[src/sv/serial_command_line_interpreter_defines.svh]
// Assertion macros for the serial command line interpreter.
// Used by the top level; expects signals named clock and reset in scope.
`ifndef SERIAL_COMMAND_LINE_INTERPRETER_DEFINES_SVH
`define SERIAL_COMMAND_LINE_INTERPRETER_DEFINES_SVH

// Same-cycle implication, checked outside reset.
`define SCLI_ASSERT_IMP(lbl, ante, cons, msg) \
   lbl: assert property (@(posedge clock) disable iff (reset) (ante) |-> (cons)) \
      else $error(msg);

// Next-cycle implication, checked outside reset.
`define SCLI_ASSERT_NXT(lbl, ante, cons, msg) \
   lbl: assert property (@(posedge clock) disable iff (reset) (ante) |=> (cons)) \
      else $error(msg);

`endif

[src/sv/scli_pkg.sv]
// Shared types, character codes and helper functions for the command interpreter.
// No dependencies; every design module of the block refers to it by scoped names.
`default_nettype none

package scli_pkg;

   localparam int unsigned LINE_DEPTH_DEF = 64;
   localparam int unsigned QUEUE_DEPTH    = 4;

   // Frequency accumulator: values above PERIOD_MS_NUM all give period zero,
   // so the number saturates just above it.
   localparam int unsigned        NUM_W         = 10;
   localparam logic [NUM_W-1:0]   PERIOD_MS_NUM = 10'd1000;
   localparam logic [NUM_W-1:0]   NUM_CAP       = 10'd1001;
   localparam int unsigned        HDR_LEN       = 5;
   localparam int unsigned        NUM_START     = 3;

   localparam logic [7:0] CH_CR     = 8'h0D;
   localparam logic [7:0] CH_DEL    = 8'h7F;
   localparam logic [7:0] CH_TAB    = 8'h09;
   localparam logic [7:0] CH_SPACE  = 8'h20;
   localparam logic [7:0] CH_PLUS   = 8'h2B;
   localparam logic [7:0] CH_MINUS  = 8'h2D;
   localparam logic [7:0] CH_SLASH  = 8'h2F;
   localparam logic [7:0] CH_ZERO   = 8'h30;
   localparam logic [7:0] CH_ONE    = 8'h31;
   localparam logic [7:0] CH_FOUR   = 8'h34;
   localparam logic [7:0] CH_NINE   = 8'h39;
   localparam logic [7:0] CH_UNDER  = 8'h5F;
   localparam logic [7:0] CH_A      = 8'h61;
   localparam logic [7:0] CH_B      = 8'h62;
   localparam logic [7:0] CH_F      = 8'h66;
   localparam logic [7:0] CH_O      = 8'h6F;
   localparam logic [7:0] CH_U      = 8'h75;

   typedef enum logic [1:0] {
      ITEM_CHAR = 2'd0,
      ITEM_DEL  = 2'd1,
      ITEM_EOL  = 2'd2
   } item_kind_type;

   typedef enum logic [2:0] {
      CMD_INVALID = 3'd0,
      CMD_PERIOD  = 3'd1,
      CMD_BUTTON  = 3'd2,
      CMD_LED     = 3'd3,
      CMD_ADC     = 3'd4
   } cmd_kind_type;

   typedef enum logic [1:0] {
      TGT_UART    = 2'd0,
      TGT_BUTTONS = 2'd1,
      TGT_ADC     = 2'd2,
      TGT_OUTPUTS = 2'd3
   } rate_target_type;

   typedef struct packed {
      item_kind_type kind;
      logic [7:0]    rx_byte;
      logic [3:0]    button_levels;
      logic [15:0]   adc_level;
   } q_item_type;

   typedef struct packed {
      cmd_kind_type cmd_kind;
      logic [1:0]   target;
      logic [15:0]  value;
      logic         rate_error;
   } result_type;

   typedef struct packed {
      logic idle;
      logic in_result;
      logic dividing;
   } back_status_type;

   function automatic logic is_digit(input logic [7:0] c);
      return (c >= CH_ZERO) && (c <= CH_NINE);
   endfunction

   function automatic logic is_space(input logic [7:0] c);
      return (c == CH_SPACE) || ((c >= CH_TAB) && (c <= CH_CR));
   endfunction

endpackage

`default_nettype wire

[src/sv/serial_command_line_interpreter.sv]
// Top level of the serial command line interpreter: input stage, item queue,
// line engine and divider. Depends on scli_pkg and serial_command_line_interpreter_defines.svh.
//
//   channel | dir | tdata fields (low bit up)                      | item
//   --------+-----+-------------------------------------------------+------------------
//   req_    | in  | rx_byte[7:0] button_levels[11:8] adc_level[27:12]| one received byte
//   rsp_    | out | cmd_kind[2:0] target[4:3] value[20:5] rate_error[21] | decoded line
//
// Flow: an ordinary byte or a delete passes the input stage, then the line engine;
//   a carriage return takes the engine through header decode and result, and for a rate
//   command via a read and an evaluate per character from column three, then the divider.
// The queue holds up to four tagged bytes, so input keeps flowing while a line decodes.
// Reset (synchronous, active high) empties the queue and the line; the store needs no sweep.
// A stalled result holds in the output register; the engine waits to load the next one.
`default_nettype none
`include "serial_command_line_interpreter_defines.svh"

module serial_command_line_interpreter #(
   parameter int unsigned LINE_DEPTH = scli_pkg::LINE_DEPTH_DEF
) (
   input  wire logic        clock,
   input  wire logic        reset,
   input  wire logic        req_tvalid,
   output logic             req_tready,
   input  wire logic [31:0] req_tdata,   // rx_byte[7:0], button_levels[11:8], adc_level[27:12]
   output logic             rsp_tvalid,
   input  wire logic        rsp_tready,
   output logic [23:0]      rsp_tdata    // cmd_kind[2:0], target[4:3], value[20:5], rate_error[21]
);

   logic                            fr_valid;
   logic                            q_in_ready;
   scli_pkg::q_item_type            fr_item;
   logic                            q_valid;
   logic                            q_ready;
   scli_pkg::q_item_type            q_item;
   logic                            div_start;
   logic [scli_pkg::NUM_W-1:0]      div_divisor;
   logic                            div_busy;
   logic                            div_done;
   logic [scli_pkg::NUM_W-1:0]      div_quotient;
   scli_pkg::result_type            result;
   scli_pkg::back_status_type       bk_status;
   logic                            q_pop;

   // Tag each received byte as character, delete or line end.
   scli_front u_front (
      .clock         (clock),
      .reset         (reset),
      .in_valid      (req_tvalid),
      .in_ready      (req_tready),
      .rx_byte       (req_tdata[7:0]),
      .button_levels (req_tdata[11:8]),
      .adc_level     (req_tdata[27:12]),
      .push_valid    (fr_valid),
      .push_ready    (q_in_ready),
      .push_item     (fr_item)
   );

   // Decouple the input stage from the line engine.
   scli_queue u_queue (
      .clock      (clock),
      .reset      (reset),
      .push_valid (fr_valid),
      .push_ready (q_in_ready),
      .push_item  (fr_item),
      .pop_valid  (q_valid),
      .pop_ready  (q_ready),
      .pop_item   (q_item)
   );

   // Store the line, decode it on carriage return, hold the result.
   scli_back #(
      .LINE_DEPTH (LINE_DEPTH)
   ) u_back (
      .clock        (clock),
      .reset        (reset),
      .q_valid      (q_valid),
      .q_ready      (q_ready),
      .q_item       (q_item),
      .div_start    (div_start),
      .div_divisor  (div_divisor),
      .div_done     (div_done),
      .div_quotient (div_quotient),
      .rsp_valid    (rsp_tvalid),
      .rsp_ready    (rsp_tready),
      .rsp_result   (result),
      .status       (bk_status)
   );

   // Period in ms from the scanned frequency.
   scli_div u_div (
      .clock    (clock),
      .reset    (reset),
      .start    (div_start),
      .divisor  (div_divisor),
      .busy     (div_busy),
      .done     (div_done),
      .quotient (div_quotient)
   );

   // Pack the result fields, low bit first, padded to whole bytes.
   assign rsp_tdata = {2'b00, result.rate_error, result.value, result.target, result.cmd_kind};
   assign q_pop     = q_valid && q_ready;

   // The engine leaves idle only by taking a line end from the queue.
   `SCLI_ASSERT_IMP(a_leave_idle_on_pop, $fell(bk_status.idle), $past(q_pop), "engine left idle without an item")
   // A new result comes only out of the result state.
   `SCLI_ASSERT_IMP(a_result_source, $rose(rsp_tvalid), $past(bk_status.in_result), "result loaded outside result state")
   // The divider runs only while the engine waits for it.
   `SCLI_ASSERT_IMP(a_div_owned, div_busy, bk_status.dividing, "divider busy while engine not waiting")
   // A finished division moves the engine to its result state.
   `SCLI_ASSERT_NXT(a_div_done_result, div_done, bk_status.in_result, "division done but no result")

endmodule

`default_nettype wire

[src/sv/scli_front.sv]
// Input stage: accepts received bytes and tags them as character, delete or line end.
// Depends on scli_pkg.
`default_nettype none

module scli_front (
   input  wire logic                clock,
   input  wire logic                reset,
   input  wire logic                in_valid,
   output logic                     in_ready,
   input  wire logic [7:0]          rx_byte,
   input  wire logic [3:0]          button_levels,
   input  wire logic [15:0]         adc_level,
   output logic                     push_valid,
   input  wire logic                push_ready,
   output scli_pkg::q_item_type     push_item
);

   logic                 valid_ff, valid_in;
   scli_pkg::q_item_type item_ff, item_in;
   logic                 accept;

   assign in_ready   = !valid_ff || push_ready;
   assign accept     = in_valid && in_ready;
   assign push_valid = valid_ff;
   assign push_item  = item_ff;

   always_comb begin
      item_in               = item_ff;
      item_in.rx_byte       = rx_byte;
      item_in.button_levels = button_levels;
      item_in.adc_level     = adc_level;
      if (rx_byte == scli_pkg::CH_CR) begin
         item_in.kind = scli_pkg::ITEM_EOL;
      end else if (rx_byte == scli_pkg::CH_DEL) begin
         item_in.kind = scli_pkg::ITEM_DEL;
      end else begin
         item_in.kind = scli_pkg::ITEM_CHAR;
      end
      valid_in = valid_ff;
      if (accept) begin
         valid_in = 1'b1;
      end else if (push_ready) begin
         valid_in = 1'b0;
      end
   end

   always_ff @(posedge clock) begin
      if (reset) begin
         valid_ff <= 1'b0;
      end else begin
         valid_ff <= valid_in;
      end
   end

   always_ff @(posedge clock) begin
      if (accept) begin
         item_ff <= item_in;
      end
   end

endmodule

`default_nettype wire

[src/sv/scli_queue.sv]
// Small FIFO of tagged items between the input stage and the line engine.
// Depends on scli_pkg.
`default_nettype none

module scli_queue (
   input  wire logic                clock,
   input  wire logic                reset,
   input  wire logic                push_valid,
   output logic                     push_ready,
   input  wire scli_pkg::q_item_type push_item,
   output logic                     pop_valid,
   input  wire logic                pop_ready,
   output scli_pkg::q_item_type     pop_item
);

   localparam int unsigned PW = $clog2(scli_pkg::QUEUE_DEPTH);

   scli_pkg::q_item_type entry_ff [scli_pkg::QUEUE_DEPTH];
   logic [PW-1:0] wr_ptr_ff, wr_ptr_in;
   logic [PW-1:0] rd_ptr_ff, rd_ptr_in;
   logic [PW:0]   fill_ff, fill_in;
   logic          push, pop;

   assign push_ready = (fill_ff != (PW+1)'(scli_pkg::QUEUE_DEPTH));
   assign pop_valid  = (fill_ff != '0);
   assign pop_item   = entry_ff[rd_ptr_ff];
   assign push       = push_valid && push_ready;
   assign pop        = pop_valid && pop_ready;

   always_comb begin
      wr_ptr_in = wr_ptr_ff;
      rd_ptr_in = rd_ptr_ff;
      fill_in   = fill_ff;
      if (push) begin
         wr_ptr_in = (wr_ptr_ff == PW'(scli_pkg::QUEUE_DEPTH - 1)) ? '0 : wr_ptr_ff + 1'b1;
      end
      if (pop) begin
         rd_ptr_in = (rd_ptr_ff == PW'(scli_pkg::QUEUE_DEPTH - 1)) ? '0 : rd_ptr_ff + 1'b1;
      end
      if (push && !pop) begin
         fill_in = fill_ff + 1'b1;
      end else if (pop && !push) begin
         fill_in = fill_ff - 1'b1;
      end
   end

   always_ff @(posedge clock) begin
      if (reset) begin
         wr_ptr_ff <= '0;
         rd_ptr_ff <= '0;
         fill_ff   <= '0;
      end else begin
         wr_ptr_ff <= wr_ptr_in;
         rd_ptr_ff <= rd_ptr_in;
         fill_ff   <= fill_in;
      end
   end

   always_ff @(posedge clock) begin
      if (push) begin
         entry_ff[wr_ptr_ff] <= push_item;
      end
   end

endmodule

`default_nettype wire

[src/sv/scli_div.sv]
// Restoring divider: 1000 divided by a 10-bit frequency, one quotient bit a cycle.
// Depends on scli_pkg.
`default_nettype none

module scli_div (
   input  wire logic                       clock,
   input  wire logic                       reset,
   input  wire logic                       start,
   input  wire logic [scli_pkg::NUM_W-1:0] divisor,
   output logic                            busy,
   output logic                            done,
   output logic [scli_pkg::NUM_W-1:0]      quotient
);

   localparam int unsigned NW = scli_pkg::NUM_W;
   localparam int unsigned CW = $clog2(NW + 1);

   logic          busy_ff, busy_in;
   logic          done_ff, done_in;
   logic [CW-1:0] cnt_ff, cnt_in;
   logic [NW-1:0] dvsr_ff, dvsr_in;
   logic [NW-1:0] dvd_ff, dvd_in;
   logic [NW-1:0] rem_ff, rem_in;
   logic [NW-1:0] quo_ff, quo_in;
   logic [NW:0]   trial;
   logic          fits;

   assign busy     = busy_ff;
   assign done     = done_ff;
   assign quotient = quo_ff;
   assign trial    = {rem_ff, dvd_ff[NW-1]};
   assign fits     = (trial >= {1'b0, dvsr_ff});

   always_comb begin
      busy_in = busy_ff;
      done_in = 1'b0;
      cnt_in  = cnt_ff;
      dvsr_in = dvsr_ff;
      dvd_in  = dvd_ff;
      rem_in  = rem_ff;
      quo_in  = quo_ff;
      if (start) begin
         busy_in = 1'b1;
         cnt_in  = CW'(NW);
         dvsr_in = divisor;
         dvd_in  = scli_pkg::PERIOD_MS_NUM;
         rem_in  = '0;
         quo_in  = '0;
      end else if (busy_ff) begin
         // Shift one dividend bit in; subtract when the divisor fits.
         rem_in = fits ? NW'(trial - {1'b0, dvsr_ff}) : trial[NW-1:0];
         quo_in = {quo_ff[NW-2:0], fits};
         dvd_in = {dvd_ff[NW-2:0], 1'b0};
         cnt_in = cnt_ff - 1'b1;
         if (cnt_ff == CW'(1)) begin
            busy_in = 1'b0;
            done_in = 1'b1;
         end
      end
   end

   always_ff @(posedge clock) begin
      if (reset) begin
         busy_ff <= 1'b0;
         done_ff <= 1'b0;
         cnt_ff  <= '0;
      end else begin
         busy_ff <= busy_in;
         done_ff <= done_in;
         cnt_ff  <= cnt_in;
      end
   end

   always_ff @(posedge clock) begin
      dvsr_ff <= dvsr_in;
      dvd_ff  <= dvd_in;
      rem_ff  <= rem_in;
      quo_ff  <= quo_in;
   end

endmodule

`default_nettype wire

[src/sv/scli_back.sv]
// Line engine: line store, header decode, number scan and result register.
// Depends on scli_pkg; drives the scli_div unit through its start and done ports.
`default_nettype none

module scli_back #(
   parameter int unsigned LINE_DEPTH = scli_pkg::LINE_DEPTH_DEF
) (
   input  wire logic                       clock,
   input  wire logic                       reset,
   input  wire logic                       q_valid,
   output logic                            q_ready,
   input  wire scli_pkg::q_item_type       q_item,
   output logic                            div_start,
   output logic [scli_pkg::NUM_W-1:0]      div_divisor,
   input  wire logic                       div_done,
   input  wire logic [scli_pkg::NUM_W-1:0] div_quotient,
   output logic                            rsp_valid,
   input  wire logic                       rsp_ready,
   output scli_pkg::result_type            rsp_result,
   output scli_pkg::back_status_type       status
);

   localparam int unsigned AW = $clog2(LINE_DEPTH);
   localparam int unsigned CW = $clog2(LINE_DEPTH + 1);
   localparam int unsigned NW = scli_pkg::NUM_W;
   localparam int unsigned HL = scli_pkg::HDR_LEN;

   typedef enum logic [5:0] {
      ST_IDLE   = 6'b000001,
      ST_DECODE = 6'b000010,
      ST_READ   = 6'b000100,
      ST_EVAL   = 6'b001000,
      ST_DIVIDE = 6'b010000,
      ST_RESULT = 6'b100000
   } state_type;

   state_type            state_ff, state_in;
   logic [CW-1:0]        count_ff, count_in;
   logic [CW-1:0]        k_ff, k_in;
   logic                 digits_ff, digits_in;
   logic                 neg_ff, neg_in;
   logic [NW-1:0]        num_ff, num_in;
   logic [3:0]           buttons_ff, buttons_in;
   logic [15:0]          adc_ff, adc_in;
   scli_pkg::result_type res_ff, res_in;
   logic                 rsp_valid_ff, rsp_valid_in;
   scli_pkg::result_type rsp_ff, rsp_in;

   logic [7:0] line_mem [LINE_DEPTH];
   logic [7:0] rd_data_ff;
   logic [7:0] hdr_ff [HL];
   logic [7:0] hc [HL];
   logic       mem_we;
   logic [7:0] ev_c;
   logic [NW+3:0] num_x10;
   logic [NW-1:0] num_next;

   assign q_ready     = (state_ff == ST_IDLE);
   assign mem_we      = q_ready && q_valid && (q_item.kind == scli_pkg::ITEM_CHAR) &&
                        (count_ff < CW'(LINE_DEPTH));
   assign div_divisor = num_ff;
   assign rsp_valid   = rsp_valid_ff;
   assign rsp_result  = rsp_ff;

   assign status.idle      = (state_ff == ST_IDLE);
   assign status.in_result = (state_ff == ST_RESULT);
   assign status.dividing  = (state_ff == ST_DIVIDE);

   // Line characters as seen by the decoder: CR just past the end, zero beyond.
   always_comb begin
      for (int i = 0; i < HL; i++) begin
         if (CW'(i) < count_ff) begin
            hc[i] = hdr_ff[i];
         end else if (CW'(i) == count_ff) begin
            hc[i] = scli_pkg::CH_CR;
         end else begin
            hc[i] = 8'h00;
         end
      end
   end

   assign ev_c = (k_ff < count_ff) ? rd_data_ff :
                 ((k_ff == count_ff) ? scli_pkg::CH_CR : 8'h00);

   assign num_x10  = ({4'b0, num_ff} << 3) + ({4'b0, num_ff} << 1) + (NW+4)'(ev_c[3:0]);
   assign num_next = (num_x10 > (NW+4)'(scli_pkg::NUM_CAP)) ? scli_pkg::NUM_CAP :
                     num_x10[NW-1:0];

   always_comb begin
      state_in     = state_ff;
      count_in     = count_ff;
      k_in         = k_ff;
      digits_in    = digits_ff;
      neg_in       = neg_ff;
      num_in       = num_ff;
      buttons_in   = buttons_ff;
      adc_in       = adc_ff;
      res_in       = res_ff;
      rsp_in       = rsp_ff;
      rsp_valid_in = rsp_valid_ff;
      div_start    = 1'b0;

      if (rsp_valid_ff && rsp_ready) begin
         rsp_valid_in = 1'b0;
      end

      unique case (state_ff)
         ST_IDLE: begin
            if (q_valid) begin
               unique case (q_item.kind)
                  scli_pkg::ITEM_EOL: begin
                     buttons_in = q_item.button_levels;
                     adc_in     = q_item.adc_level;
                     state_in   = ST_DECODE;
                  end
                  scli_pkg::ITEM_DEL: begin
                     if (count_ff != '0) begin
                        count_in = count_ff - 1'b1;
                     end
                  end
                  scli_pkg::ITEM_CHAR: begin
                     if (mem_we) begin
                        count_in = count_ff + 1'b1;
                     end
                  end
                  default: begin
                  end
               endcase
            end
         end
         ST_DECODE: begin
            res_in.cmd_kind   = scli_pkg::CMD_INVALID;
            res_in.target     = '0;
            res_in.value      = '0;
            res_in.rate_error = 1'b0;
            state_in          = ST_RESULT;
            if (hc[0] == scli_pkg::CH_SLASH && hc[1] == scli_pkg::CH_F &&
                (hc[2] == scli_pkg::CH_U || hc[2] == scli_pkg::CH_B ||
                 hc[2] == scli_pkg::CH_A || hc[2] == scli_pkg::CH_O)) begin
               res_in.cmd_kind = scli_pkg::CMD_PERIOD;
               if (hc[2] == scli_pkg::CH_U) begin
                  res_in.target = scli_pkg::TGT_UART;
               end else if (hc[2] == scli_pkg::CH_B) begin
                  res_in.target = scli_pkg::TGT_BUTTONS;
               end else if (hc[2] == scli_pkg::CH_A) begin
                  res_in.target = scli_pkg::TGT_ADC;
               end else begin
                  res_in.target = scli_pkg::TGT_OUTPUTS;
               end
               // Scan the number from its fixed start column.
               k_in      = CW'(scli_pkg::NUM_START);
               digits_in = 1'b0;
               neg_in    = 1'b0;
               num_in    = '0;
               state_in  = ST_READ;
            end else if (hc[0] == scli_pkg::CH_SLASH && hc[1] == scli_pkg::CH_B &&
                         scli_pkg::is_digit(hc[2])) begin
               if (hc[2] >= scli_pkg::CH_ONE && hc[2] <= scli_pkg::CH_FOUR) begin
                  res_in.cmd_kind = scli_pkg::CMD_BUTTON;
                  res_in.target   = hc[2][1:0] - 2'd1;
                  res_in.value    = 16'(buttons_ff[hc[2][1:0] - 2'd1]);
               end
            end else if (hc[0] == scli_pkg::CH_SLASH && hc[1] == scli_pkg::CH_O &&
                         scli_pkg::is_digit(hc[2]) && hc[3] == scli_pkg::CH_UNDER &&
                         (hc[4] == scli_pkg::CH_ZERO || hc[4] == scli_pkg::CH_ONE)) begin
               if (hc[2] >= scli_pkg::CH_ONE && hc[2] <= scli_pkg::CH_FOUR) begin
                  res_in.cmd_kind = scli_pkg::CMD_LED;
                  res_in.target   = hc[2][1:0] - 2'd1;
                  res_in.value    = 16'(hc[4][0]);
               end
            end else if (hc[0] == scli_pkg::CH_SLASH && hc[1] == scli_pkg::CH_A) begin
               res_in.cmd_kind = scli_pkg::CMD_ADC;
               res_in.value    = adc_ff;
            end
         end
         ST_READ: begin
            state_in = ST_EVAL;
         end
         ST_EVAL: begin
            if (!digits_ff) begin
               if (scli_pkg::is_space(ev_c) && (k_ff < count_ff)) begin
                  k_in     = k_ff + 1'b1;
                  state_in = ST_READ;
               end else if (ev_c == scli_pkg::CH_PLUS || ev_c == scli_pkg::CH_MINUS) begin
                  neg_in    = (ev_c == scli_pkg::CH_MINUS);
                  digits_in = 1'b1;
                  k_in      = k_ff + 1'b1;
                  state_in  = ST_READ;
               end else begin
                  // Same character starts the digit run; read data still holds it.
                  digits_in = 1'b1;
               end
            end else if (scli_pkg::is_digit(ev_c)) begin
               num_in   = num_next;
               k_in     = k_ff + 1'b1;
               state_in = ST_READ;
            end else if (num_ff == '0 || neg_ff) begin
               res_in.value      = '0;
               res_in.rate_error = 1'b1;
               state_in          = ST_RESULT;
            end else if (num_ff > scli_pkg::PERIOD_MS_NUM) begin
               res_in.value = '0;
               state_in     = ST_RESULT;
            end else begin
               div_start = 1'b1;
               state_in  = ST_DIVIDE;
            end
         end
         ST_DIVIDE: begin
            if (div_done) begin
               res_in.value = 16'(div_quotient);
               state_in     = ST_RESULT;
            end
         end
         ST_RESULT: begin
            if (!rsp_valid_ff || rsp_ready) begin
               rsp_in       = res_ff;
               rsp_valid_in = 1'b1;
               count_in     = '0;
               state_in     = ST_IDLE;
            end
         end
         default: begin
            state_in = ST_IDLE;
         end
      endcase
   end

   always_ff @(posedge clock) begin
      if (reset) begin
         state_ff     <= ST_IDLE;
         count_ff     <= '0;
         rsp_valid_ff <= 1'b0;
      end else begin
         state_ff     <= state_in;
         count_ff     <= count_in;
         rsp_valid_ff <= rsp_valid_in;
      end
   end

   always_ff @(posedge clock) begin
      k_ff       <= k_in;
      digits_ff  <= digits_in;
      neg_ff     <= neg_in;
      num_ff     <= num_in;
      buttons_ff <= buttons_in;
      adc_ff     <= adc_in;
      res_ff     <= res_in;
      rsp_ff     <= rsp_in;
   end

   // Line store: one write port at the fill count, one registered read at the scan index.
   always_ff @(posedge clock) begin
      if (mem_we) begin
         line_mem[count_ff[AW-1:0]] <= q_item.rx_byte;
      end
      rd_data_ff <= line_mem[k_ff[AW-1:0]];
   end

   // Shadow copy of the first columns, read directly by the header decode.
   always_ff @(posedge clock) begin
      for (int i = 0; i < HL; i++) begin
         if (mem_we && count_ff == CW'(i)) begin
            hdr_ff[i] <= q_item.rx_byte;
         end
      end
   end

endmodule

`default_nettype wire

[config.mk]
export PLATFORM = sky130hd
export DESIGN_NAME = serial_command_line_interpreter
export DESIGN_NICKNAME = d
export VERILOG_FILES = /design/src/sv/scli_pkg.sv /design/src/sv/serial_command_line_interpreter.sv /design/src/sv/scli_front.sv /design/src/sv/scli_queue.sv /design/src/sv/scli_div.sv /design/src/sv/scli_back.sv
export VERILOG_INCLUDE_DIRS = /design/src /design/src/sv
export SDC_FILE = /design/constraint.sdc
export NUM_CORES = 1
export LEC_CHECK = 0
export BUFFER_PORTS_ARGS = -buffer_cell sky130_fd_sc_hd__clkbuf_2
export CORE_MARGIN = 8
export CORE_UTILIZATION = 35
export DETAILED_ROUTE_END_ITERATION = 8
export MAX_ROUTING_LAYER = met4
export PLACE_DENSITY_LB_ADDON = 0.2
export SLEW_MARGIN = 25
export SYNTH_ARGS = -nofsm -noshare
export SYNTH_HDL_FRONTEND = slang
export SYNTH_SLANG_ARGS = --single-unit
[constraint.sdc]
create_clock -name clock -period 5.4 [get_ports clock]
set_clock_uncertainty 0.1 [all_clocks]
set_input_delay 1.62 -clock clock [delete_from_list [all_inputs] [get_ports clock]]
set_output_delay 1.62 -clock clock [all_outputs]
set_load 0.01 [all_outputs]
# Yosys cells after proc, flatten, opt, wreduce, memory -nomap -nowiden
# Memories as Yosys holds them, arrays and structs flattened. A register that Yosys moved wholly into a read port is not among the register bits.
# Index checks and enable logic that the tools add are counted.
# W data, S select, Z words.
# totals
reg_bits	178
latch_bits	0
ramBits	672
mem_bits_ro	0
in_bits	36
out_inout_bits	26
word_cells	313
mem_count	3
# memory_table
memory	words	word_bits	read_ports	rd_clocked_by_memory_dff	write_ports	line	rtl
u_back.line_mem	64	8	1	1	1	scli_back.sv:49	logic [7:0] line_mem [LINE_DEPTH];
u_queue.entry_ff	4	30	1	1	1	scli_queue.sv:18	scli_pkg::q_item_type entry_ff [scli_pkg::QUEUE_DEPTH];
u_back.hdr_ff	5	8	5	0	1	scli_back.sv:51	logic [7:0] hdr_ff [HL];
# op_classes
addsub	12
n_mul	0
div_mod_pow	0
n_lt_le_gt_ge	19
eq_ne	56
shift	0
mux	122
n_bitwise	1
n_reduce_logical	67
# op_table
op	n
$mux W16	6
$eq A8 B7 Y1 const B	10
$mux W8	10
$mux W6	11
$mux W7	9
$mux W10	5
$eq A8 B6 Y1 const B	6
$pmux W16 S3	1
$mux W1	42
$pmux W7 S2	3
$mux W20	2
$pmux W6 S6	1
$mux W17	2
$mux W4	8
$reduce_or A8 Y1	4
$logic_and A1 B1 Y1	27
$ge A8 B6 Y1 const B	3
$le A8 B6 Y1 const B	3
$mux W3	8
$mux W21	1
$pmux W10 S2	1
$mux W2	8
$ne A2 B1 Y1 const B	8
$ne A3 B3 Y1 const B	5
other kinds (59)	93

# Longest topological paths before layout
# Gate-level depths: netlist of the first run.
# depth
depth_word	12
depth_mapped	20
depth_no_buf	17

# By module
# A second synthesis of the first run with hierarchy kept.
# hier_totals
hier_cells	1825
area_unflattened_um2	34270.4
# by_module_without_submodules
mod	n_inst	cells_each	area_each_um2	seq_area_each_um2
scli_back	1	1359	26355.3	19508.7
scli_queue	1	204	4789.6	3783.6
scli_div	1	219	2134.5	960.9
scli_front	1	40	972.2	920.9
serial_command_line_interpreter	1	3	18.8	0.0

# Worst setup path before layout of the first run
# Ideal clock, no wire load.
# synth_path
kind	reg-to-reg
from	register u_back.count_ff[5]
to	register u_back.num_ff[1] (netlist: u_back.div_divisor[1]) (data pin)
setup_ns	0.255
arrival_time_ns	4.175
required_time_ns	5.045
path_slack_ns	0.870
stages_incl_launch_ff	17
path_buffers	1
synth_period_minus_slack_ns	4.530
cell_sequence	dfxtp_1 buf_1 clkinv_1 ha_1 nand2_1 o21ai_0 a21oi_1 a21oi_1 fa_1 fa_1 nor2b_1 o31a_1 o31a_1 nor2_1 o311ai_1 a211oi_1 and2_1
# synth_via
elab_chain_cells	9
elab_cells_between_ends	10
cone_classes	1 x add/sub; 2 x order compare; 1 x eq/ne; 6 x mux
# synth_rtl
element	line	rtl
start, declared	scli_back.sv:38	logic [CW-1:0] count_ff, count_in;
start signal, assigned	scli_back.sv:236	count_ff <= count_in;
branches (longest 2 deep; another with $lt A7 B7 Y1)	-	
$mux W8 (*)	scli_back.sv:82	assign ev_c = (k_ff < count_ff) ? rd_data_ff :
$add A14 B4 Y14 (*)	scli_back.sv:85	assign num_x10 = ({4'b0, num_ff} << 3) + ({4'b0, num_ff} << 1) + (NW+4)'(ev_c[3:0]);
$gt A14 B10 Y1	scli_back.sv:86	assign num_next = (num_x10 > (NW+4)'(scli_pkg::NUM_CAP)) ? scli_pkg::NUM_CAP :
$mux W10 (*)	scli_back.sv:86	
$mux W10 (*)	scli_back.sv:193	end else if (scli_pkg::is_digit(ev_c)) begin
$mux W10 (*)	scli_back.sv:180	if (!digits_ff) begin
$pmux W10 S2 (*)	scli_back.sv:107	unique case (state_ff)
end signal, assigned	scli_back.sv:245	num_ff <= num_in;
end, declared	scli_back.sv:42	logic [NW-1:0] num_ff, num_in;
# Mark *: on every way between the ends. The select of a mux whose other input is x is not followed.
# A chain may end at the register's enable or synchronous reset.

# Worst setup path after layout of the first run
# layout_path
from	register u_back.count_ff[6]
to	register u_back.num_ff[1] (netlist: u_back.div_divisor[1]) (data pin)
# The elaborated chain is that of the path after synthesis.

==> results of run 1 <==
## through the flow
step	power, mW	TNS (ps)	utilization
2_1_floorplan	9.82	0	-
3_3_place_gp	10.7	0	0.372
3_5_place_dp	10.8	0	0.372
4_1_cts	16.9	0	0.402
5_1_grt	17.3	-10.6	0.402
6_report	16.7	0	0.402
## power groups by stage
stage / Clock (mW) / Sequential (mW) / Combinational [mW]
final: 6.10 / 8.37 / 2.20
after global routing: 6.51 / 8.40 / 2.42
after floorplan: 0 / 8.44 / 1.38
after detailed placement: 0 / 8.51 / 2.25
after CTS: 6.26 / 8.37 / 2.26
after global placement: 0 / 8.50 / 2.18
## final cells by class
| cell class | instances | area share |
|---|---|---|
| well taps | 1276 | 0.0410 |
| flip-flops and latches | 860 | 0.647 |
| clock buffers | 110 | 0.0601 |
| clock inverters | 52 | 0.0147 |
| inverters | 48 | 0.00463 |
| multi-input cells | 820 | 0.218 |
| repair buffers | 88 | 0.0141 |
## synth_stat cells, drive strengths merged, types with 4 or more instances
cell type,n,area [um^2]
nand2,59,221
mux4,199,4480
nand2b,4,25.0
dfxtp,65,1300
a31oi,5,31.3
inv,45,169
nor4,10,62.6
xnor2,16,140
buf,39,236
edfxtp,795,23900
or4,5,37.5
nor4b,4,35.0
fa,4,80.1
a21oi,48,240
nand3,28,140
nand4b,4,35.0
or2,4,25.0
nor3,24,125
o21ai,32,160
xor2,8,70.1
nor2b,17,106
ha,55,688
clkbuf,39,146
a21boi,4,30.0
and2,16,100
and3,8,50.1
a22o,9,78.8
o21a,11,82.6
o31ai,4,30.0
or3,9,56.3
a211oi,7,57.6
nor2,142,536
mux2i,24,240
nand4,11,68.8
## final timing paths
path / from / endpoint / slack (ps) / cells past startpoint
max: u_back.count_ff[6] / u_back.div_divisor[1] / 350 / 16
min: u_back.res_ff[14] / u_back.rsp_result[14] / 320 / 0
max reg2reg: u_back.count_ff[6] / u_back.div_divisor[1] / 350 / 16
min reg2reg: u_back.res_ff[14] / u_back.rsp_result[14] / 320 / 0
## flip-flops by register name, summed over array words and instances (netlist names), 2 cells and up, named ones only
| signal | cells |
|---|---|
| u_back.adc_ff | 16 |
| u_queue.fill_ff | 3 |
| u_back.line_mem | 512 |
| u_back.rsp_result | 22 |
| u_div.dvd_ff | 7 |
| u_queue.rd_ptr_ff | 2 |
| u_back.state_ff | 6 |
| u_front.push_item | 30 |
| u_div.cnt_ff | 4 |
| u_back.k_ff | 7 |
| u_div.dvsr_ff | 10 |
| u_div.rem_ff | 10 |
| u_back.div_divisor | 10 |
| u_queue.wr_ptr_ff | 2 |
| u_back.count_ff | 7 |
| u_back.res_ff | 22 |
| u_back.buttons_ff | 4 |
| u_div.quotient | 10 |
| u_back.rd_data_ff | 8 |
| u_queue.entry_ff | 120 |
| u_back.hdr_ff | 40 |
## worst register-to-register path: cells and delay by family (launching register included)
kind	cells	cell delay (ps)
AOI/OAI and AO/OA	9	2550
adders and majority gates	3	1220
DFF	1	510
and+or+nand+nor	2	280
buffers and inverters	2	230
## what timing repair did
action / 4_1_cts / 5_1_grt
hold buffers: 0 / 0
setup buffers: 0 / 0
endpoints found under the setup margin: 0 / 3
resized for setup: 0 / 1
## per-layer routing
| layer | up-vias | global-route usage |
|---|---|---|
| li1 | 7461 | - |
| met1 | 8685 | 0.182 |
| met2 | 346 | 0.221 |
| met3 | 112 | 0.0238 |
| met4 | 0 | 0.0377 |
| met5 | - | - |
## logic make-up after synthesis
| kind of cell | Yosys count |
|---|---|
| buffers and inverters | 126 |
| AOI/OAI and AO/OA | 152 |
| muxes | 223 |
| xor gates and xnor gates | 24 |
| other | 1 |
| DFF | 860 |
| adders and majority gates | 59 |
| and+or+nand+nor | 360 |
==> metrics.cfg, run 1 <==
[critical_path]
required_ps = 5790
cp-end-kind = flip-flop
cp_num_buf_inv = 2
critical_path_arrival_ps = 5440
crit_chain = inv_1 > ha_1 > nand2_1 > o21ai_0 > o21a_1 > a21oi_1 > fa_1 > inv_1 > ha_1 > a211o_1 > a21oi_1 > a21oi_1 > a311oi_1 > o311ai_1 > a211oi_1 > and2_1
crit_family = compound AO/OA/AOI/OAI gates
worst_path_max_delay_cell = fa_1
worst_path_most_repeated_cell = a21oi_1
cp-start-kind = flip-flop
critPathMaxFanout = 9
crit_type = reg2reg
crit_path_max_incr_delay_ps = 560

[detailed_routing]
drtAntennaViolNets = 0
wirelength_mm = 73.0
drtPass1Iterations = 7
drcViolationCount = 0
wl_met3_mm = 3.35
drt_first_iter_violations = 1385
dr_wl_met2_mm = 36.0
viasPerCell = 5.10
routed-via-count = 16600
top_layer = met4
drt-met1-wl_mm = 32.1
post_drt_wl_per_cell_um = 22.4

[sta]
fin_ws_ps = 353
worst_pin_slew_ps = 1070
period_minus_slack_ps = 5050
post-route-period-util = 0.935
max_freq_mhz = 198
whs_ps = 318
drv_slew = 0
relSlewSlack = 0.284
final_hold_viol_count = 0
setup_viol = 0

[pwr]
clkPwrFrac = 0.366
swShare = 0.255
p_comb_frac = 0.132
intPower_mw = 12.4
p_per_area_nw_per_um2 = 428
p_seq_frac = 0.502
power.leakage_nw = 12.3
ir_drop_v = 0.000303
p_sw_mw = 4.26

[clocking]
cts_tree = yes
clk_pin_slew_worst_paths_ps = 60
clk_latency_ps = 640
cts_buffer_depth = 3
htreeDepth = 3
cts_buffers = 89
cts_sinks = 860
cts_root_buf = clkbuf_16

[finish]
antenna_cells = 0
final_common_cell = edfxtp_1
design_area_um2 = 38900
final-seq-area_um2 = 25200
fin_cells = 3254
multi_input_area_um2 = 8500
nFillCells = 8657
nets = 2002
area_delta_synth_final_pct = 13.8
layout_common_cells = 795 x edfxtp_1, 199 x mux4_2, 141 x nor2_1, 90 x clkbuf_16, 63 x dfxtp_1
final_layout_size_suffix_gt1_frac = 0.220

[logic_synthesis]
ys_ff_latch = 860
synth-xor-area-share = 0.00615
synth_flop_cell = edfxtp_1
synth_edf_count = 795
netlist_area_um2 = 34200
synthArstFlopShare = 0
yosys.area_share.simple = 0.0515
synth_top_family_by_area = multiplexers
seq_area_frac_synth = 0.736
yosys_warnings = 0
synth-adder-area-share = 0.0225
synthCells = 1805
ys_types = 74
synthMuxAreaShare = 0.138
synth_compound_area_frac = 0.0287
postSynthAreaPerCell_um2 = 18.9

[die]
die_w_um = 329
die_area_um2 = 108000
ioPinCount = 62
rows = 114
die_h_um = 329
core_um2 = 96700
start_util = 0.353

[place]
gp_congestion = 0.810
numPortBuffers = 55
dpl_worst_slack_ps = 463
place_inst = 3092
dpl-instance-area_um2 = 36000
place_hpwl_mm = 43.5

[global_route]
grtUsageTotal = 0.138
grt_pass1_wl_mm = 110
grt_max_degree = 132
grt_overflow = 0
antenna_found_initial = 5
first_global_vias = 17300

[min_path]
hold_path.class = reg2reg

[outcome]
status = completed

[job]
cap_violations = 0

Power figures use the tool's default switching activity.
==> run 2: changes to the inputs <==
- CAP_MARGIN: unset -> 25
- REMOVE_ABC_BUFFERS: unset -> 1
==> metrics.cfg, run 2 (same netlist as run 1, synthesis figures left out) <==
[place]
numPortBuffers = 55  ; unchanged
place_hpwl_mm = 45.0  ; +3.4%
gp_congestion = 0.810  ; about the same
dpl_worst_slack_ps = 505  ; +42.0 ps

[detailed_routing]
drtAntennaViolNets = 0  ; unchanged
viasPerCell = 5.11  ; about the same
routed-via-count = 16600  ; +0.12%
wirelength_mm = 74.0  ; +1.3%
drtPass1Iterations = 5  ; -2
drcViolationCount = 0  ; unchanged
post_drt_wl_per_cell_um = 22.7  ; +1.3%
drt_first_iter_violations = 1236  ; -11%

[clocking]
post_cts_buffers = 0  ; unchanged
htreeDepth = 3  ; unchanged
cts_hold_buf = 0  ; unchanged
clk_latency_ps = 650  ; about the same
clk_pin_slew_worst_paths_ps = 60  ; about the same
cts_resized = 0  ; unchanged
cts_buffer_depth = 3  ; unchanged
cts_buffers = 89  ; unchanged
cts_tree = yes
cts_root_buf = clkbuf_16
cts_sinks = 860  ; unchanged

[critical_path]
cp-end-kind = flip-flop
worst_path_max_delay_cell = o311ai_1
critPathMaxFanout = 12  ; +3
critical_path_arrival_ps = 5300  ; -140 ps
crit_start = u_back.count_ff[4]
crit_chain = inv_1 > ha_1 > a21oi_1 > o21ai_0 > a21oi_1 > a21oi_1 > fa_1 > fa_1 > nor2b_1 > o31a_1 > o31a_1 > nor2_1 > o311ai_1 > a211oi_1 > and2_1
cp_num_buf_inv = 1  ; -1
crit_path_max_incr_delay_ps = 610  ; +50 ps
required_ps = 5680  ; -110 ps
reg2reg_from = u_back.count_ff[4]
crit_type = reg2reg
crit_family = compound AO/OA/AOI/OAI gates
worst_path_most_repeated_cell = a21oi_1
cp-start-kind = flip-flop

[global_route]
globalRoute.busiestLayer = met2
met2_usage = 0.224  ; +0.00375
use_met3 = 0.0207  ; -0.00312
first_global_vias = 17300  ; +0.19%
grtUsageTotal = 0.140  ; +0.00168
met1_usage = 0.186  ; +0.00406
grt_overflow = 0  ; unchanged
grt_pass1_wl_mm = 112  ; +1.5%
grt_max_degree = 91  ; -31%
antenna_found_initial = 3  ; -2

[pwr]
p_per_area_nw_per_um2 = 429  ; +0.24%
power.leakage_nw = 12.4  ; +0.33%
ir_drop_v = 0.000290  ; -4.4%
p_total_mw = 16.7  ; +0.36%

[sta]
final_hold_viol_count = 0  ; unchanged
post-route-period-util = 0.929  ; -0.00560
setup_viol = 0  ; unchanged
max_freq_mhz = 199  ; +0.60%
relSlewSlack = 0.303  ; +0.0191
drv_slew = 0  ; unchanged
fin_ws_ps = 383  ; +30.3 ps
period_minus_slack_ps = 5020  ; -30.3 ps
whs_ps = 319  ; +1.59 ps
rsz0062_at_grt = false
worst_pin_slew_ps = 1050  ; -28.6 ps

[min_path]
min-delay-start = u_back.res_ff[8]
hold_path.class = reg2reg

[die]
die_h_um = 329  ; unchanged
rows = 114  ; unchanged
start_util = 0.353  ; unchanged
ioPinCount = 62  ; unchanged
core_um2 = 96700  ; unchanged
die_area_um2 = 108000  ; unchanged
die_w_um = 329  ; unchanged

[finish]
postLayoutCoreUtil = 0.403  ; +0.000505
largest_reg_flops = 512  ; unchanged
nFillCells = 8674  ; +0.20%
final_common_cell = edfxtp_1
final_layout_size_suffix_gt1_frac = 0.223  ; +0.00354
nets = 2006  ; +0.20%
layout_common_cells = 795 x edfxtp_1, 199 x mux4_2, 140 x nor2_1, 90 x clkbuf_16, 64 x dfxtp_1
area_delta_synth_final_pct = 14.0

[job]
cap_violations = 0  ; unchanged

[outcome]
status = completed

[run 2: cell count changes in the layout (fill, tap and decap cells not counted), sizes merged]
cell and change:
buf +4, bufinv -2, clkbuf +4, clkinv -5
diode +1, inv -1
[run 2: final cells by class]
class / count / area [um^2] / share of cell area
sequential: 860 / 25200 / 0.646
multi-input combinational: 820 / 8490 / 0.218
clock buffer: 114 / 2430 / 0.0624
tap: 1276 / 1600 / 0.0410
timing repair buffer: 92 / 569 / 0.0146
clock inverter: 44 / 509 / 0.0131
inverter: 48 / 180 / 0.00462
antenna: 1 / 2.50 / 0.0000642
[run 2: power breakdown]
group | internal, mW | switching (mW) | total [mW]
clock | 3.58 | 2.56 | 6.15
sequential | 8.22 | 0.149 | 8.37
combinational | 0.611 | 1.60 | 2.21
[run 2: worst paths after layout]
check	to	slack, ps	cells after the start
max	u_back.div_divisor[2]	380	15
min	u_back.rsp_result[8]	320	0
max reg2reg	u_back.div_divisor[2]	380	15
min reg2reg	u_back.rsp_result[8]	320	0
[run 2: metrics by stage]
step                      cells  area, um^2  setup TNS (ps)
final                      3255       39000               0
after global routing       3254       39000               0
after CTS                  3254       38900               0
after detailed placement   3096       36000               0
after global placement     3096       36000               0
after floorplan            1728       33800         -191530
[run 2: metal layers]
metal  wire length [um]  up-vias
met4               1350        0
met3               3200      105
met2              36500      364
li1                   -     7467
met1              32900     8688
met5                  0        -
==> run 3: changes to the inputs <==
- ABC_AREA: unset -> 1
==> metrics.cfg, run 3 <==
[outcome]
status = completed

[global_route]
grtUsageTotal = 0.161  ; +0.0215
antenna_found_initial = 3  ; unchanged
grt_pass1_wl_mm = 136  ; +22%
grt_overflow = 0  ; unchanged
first_global_vias = 22200  ; +28%
grt_max_degree = 131  ; +44%

[detailed_routing]
post_drt_wl_per_cell_um = 20.5  ; -9.6%
drtAntennaViolNets = 0  ; unchanged
drt_first_iter_violations = 1731  ; +40%
drtPass1Iterations = 5  ; unchanged
drcViolationCount = 0  ; unchanged
wirelength_mm = 89.5  ; +21%
routed-via-count = 22600  ; +36%
viasPerCell = 5.18  ; +1.5%

[finish]
fin_cells = 4357  ; +34%
nets = 3075  ; +53%
largest_reg_flops = 512  ; unchanged
area_delta_synth_final_pct = 15.1
postLayoutCoreUtil = 0.405  ; +0.00264
design_area_um2 = 40600  ; +4.1%
final_layout_size_suffix_gt1_frac = 0.128  ; -0.0952
final_common_cell = edfxtp_1
layout_common_cells = 795 x edfxtp_1, 464 x nor2_1, 344 x o21ai_0, 264 x nand2_1, 165 x inv_1

[clocking]
cts_hold_buf = 0  ; unchanged
post_cts_buffers = 0  ; unchanged
clk_pin_slew_worst_paths_ps = 60  ; about the same
cts_sinks = 860  ; unchanged
cts_buffers = 92  ; +3.4%
cts_buffer_depth = 3  ; unchanged
clk_latency_ps = 660  ; about the same
cts_resized = 0  ; unchanged
cts_root_buf = clkbuf_16
htreeDepth = 3  ; unchanged
cts_tree = yes

[die]
ioPinCount = 62  ; unchanged
core_um2 = 100000  ; +3.4%
die_area_um2 = 111000  ; +2.9%
die_h_um = 333  ; +1.4%
start_util = 0.352  ; -0.00115
rows = 116  ; +1.8%
die_w_um = 333  ; +1.4%

[critical_path]
reg2reg_from = u_back.count_ff[2]
worst_path_most_repeated_cell = nand2_1
required_ps = 5770  ; +90 ps
crit_path_max_incr_delay_ps = 610  ; about the same
worst_path_max_delay_cell = dfxtp_1
critPathMaxFanout = 12  ; unchanged
r2r_cells = 17  ; +2
timing.rr.end = u_back.div_divisor[2]
crit_type = reg2reg
r2r_slack_ps = 900  ; +520 ps
critical_path_arrival_ps = 4870  ; -430 ps
cp-start-kind = flip-flop
crit_chain = inv_2 > ha_1 > a21oi_1 > nand2_1 > nand2_1 > nand2_1 > nand2_1 > nand2_1 > fa_1 > fa_1 > o21ai_1 > nand2_1 > nand3_1 > o211ai_1 > a21oi_1 > nand2_1 > nor3_1
crit_start = u_back.count_ff[2]
cp-end-kind = flip-flop

[pwr]
ir_drop_v = 0.000361  ; +25%
power.leakage_nw = 14.0  ; +13%
p_per_area_nw_per_um2 = 466  ; +8.6%
p_total_mw = 18.9  ; +13%

[sta]
whs_ps = 308  ; -11.3 ps
period_minus_slack_ps = 4500  ; -517 ps
relSlewSlack = 0.309  ; +0.00600
drv_slew = 0  ; unchanged
post-route-period-util = 0.833  ; -0.0958
setup_viol = 0  ; unchanged
rsz0062_at_grt = false
fin_ws_ps = 900  ; +517 ps
worst_pin_slew_ps = 1040  ; -9.01 ps
finalSetupTns_ps = 0  ; unchanged
final_hold_viol_count = 0  ; unchanged
max_freq_mhz = 222  ; +11%

[logic_synthesis]
ys_types = 62  ; -16%
synthArstFlopShare = 0  ; unchanged
synth_top_cell_area_share = 0.678  ; -0.0208
synth_edf_count = 795  ; unchanged
yosys_warnings = 0  ; unchanged
ys_top_cells_by_count = 795 x edfxtp_1, 470 x nor2_1, 344 x o21ai_0
postSynthAreaPerCell_um2 = 12.3  ; -35%
yosysTopAreaCell = edfxtp_1
netlist_area_um2 = 35200  ; +3.1%
synth_area_leaders = edfxtp_1 68%, nor2_1 5.0%, o21ai_0 4.9%
ys_ff_latch = 860  ; unchanged
synth_flop_cell = edfxtp_1
synthCells = 2863  ; +59%
synth.most_common_cell = edfxtp_1
seq_area_frac_synth = 0.715  ; -0.0219

[place]
place_hpwl_mm = 53.2  ; +18%
dpl-instance-area_um2 = 37600  ; +4.3%
place_inst = 4184  ; +35%
dpl_worst_slack_ps = 935  ; +430 ps
numPortBuffers = 55  ; unchanged
gp_congestion = 0.821  ; +1.3%

[min_path]
min_delay_path_depth = 0  ; unchanged
hold_path.class = reg2reg
hold_path_end = u_back.rsp_result[15]
min-delay-start = u_back.res_ff[15]

[job]
cap_violations = 0  ; unchanged

-- run 3: cell type report --
class | instances | area (um^2)
Antenna cell | 2 | 5.00
Clock buffer | 112 | 2460
Clock inverter | 59 | 510
Fill cell | 9278 | 59500
Inverter | 187 | 712
Multi-Input combinational cell | 1672 | 8890
Sequential cell | 860 | 25200
Tap cell | 1298 | 1620
Timing Repair Buffer | 167 | 1170
-- run 3: worst max-delay path by stage --
stage                            endpoint  slack (ps)  cells past startpoint
finish              u_back.div_divisor[2]         900                     17
detailed placement  u_back.div_divisor[2]         930                     17
global route        u_back.div_divisor[2]         410                     17
CTS                 u_back.div_divisor[2]         910                     17
floorplan           u_back.div_divisor[6]       -6930                     18
global placement    u_back.div_divisor[7]        1060                     18
-- run 3: logic make-up after synthesis --
group                      after synthesis  synth area share
adders and majority gates               59            0.0218
buffers and inverters                  332            0.0369
and+or+nand+nor                        962             0.118
AOI/OAI and AO/OA                      634             0.105
xor gates and xnor gates                15           0.00373
DFF                                    860             0.715
other                                    1          0.000106
-- run 3: layer usage --
metal,part of all wire,track usage,wire length (um),vias up
met3,0.050,0.0229,4490,132
met5,0,-,0,-
met4,0.023,0.0468,2100,0
met1,0.45,0.212,40100,11200
met2,0.48,0.261,42800,592
li1,-,-,-,10600
-- run 3: power breakdown --
part / total (mW) / internal, mW / switching [mW]
logic: 3.99 / 0.948 / 3.05
clock network: 6.17 / 3.55 / 2.62
registers: 8.75 / 8.56 / 0.188
-- run 3: worst max-delay path: cells and delay by family, from the launching register on --
kind	cells	cell delay (ps)
buffers and inverters	1	150
AND/OR/NAND/NOR	9	1120
flip-flops	1	610
AO/OA/AOI/OAI	4	1040
adder cells (fa/ha/maj)	3	1310
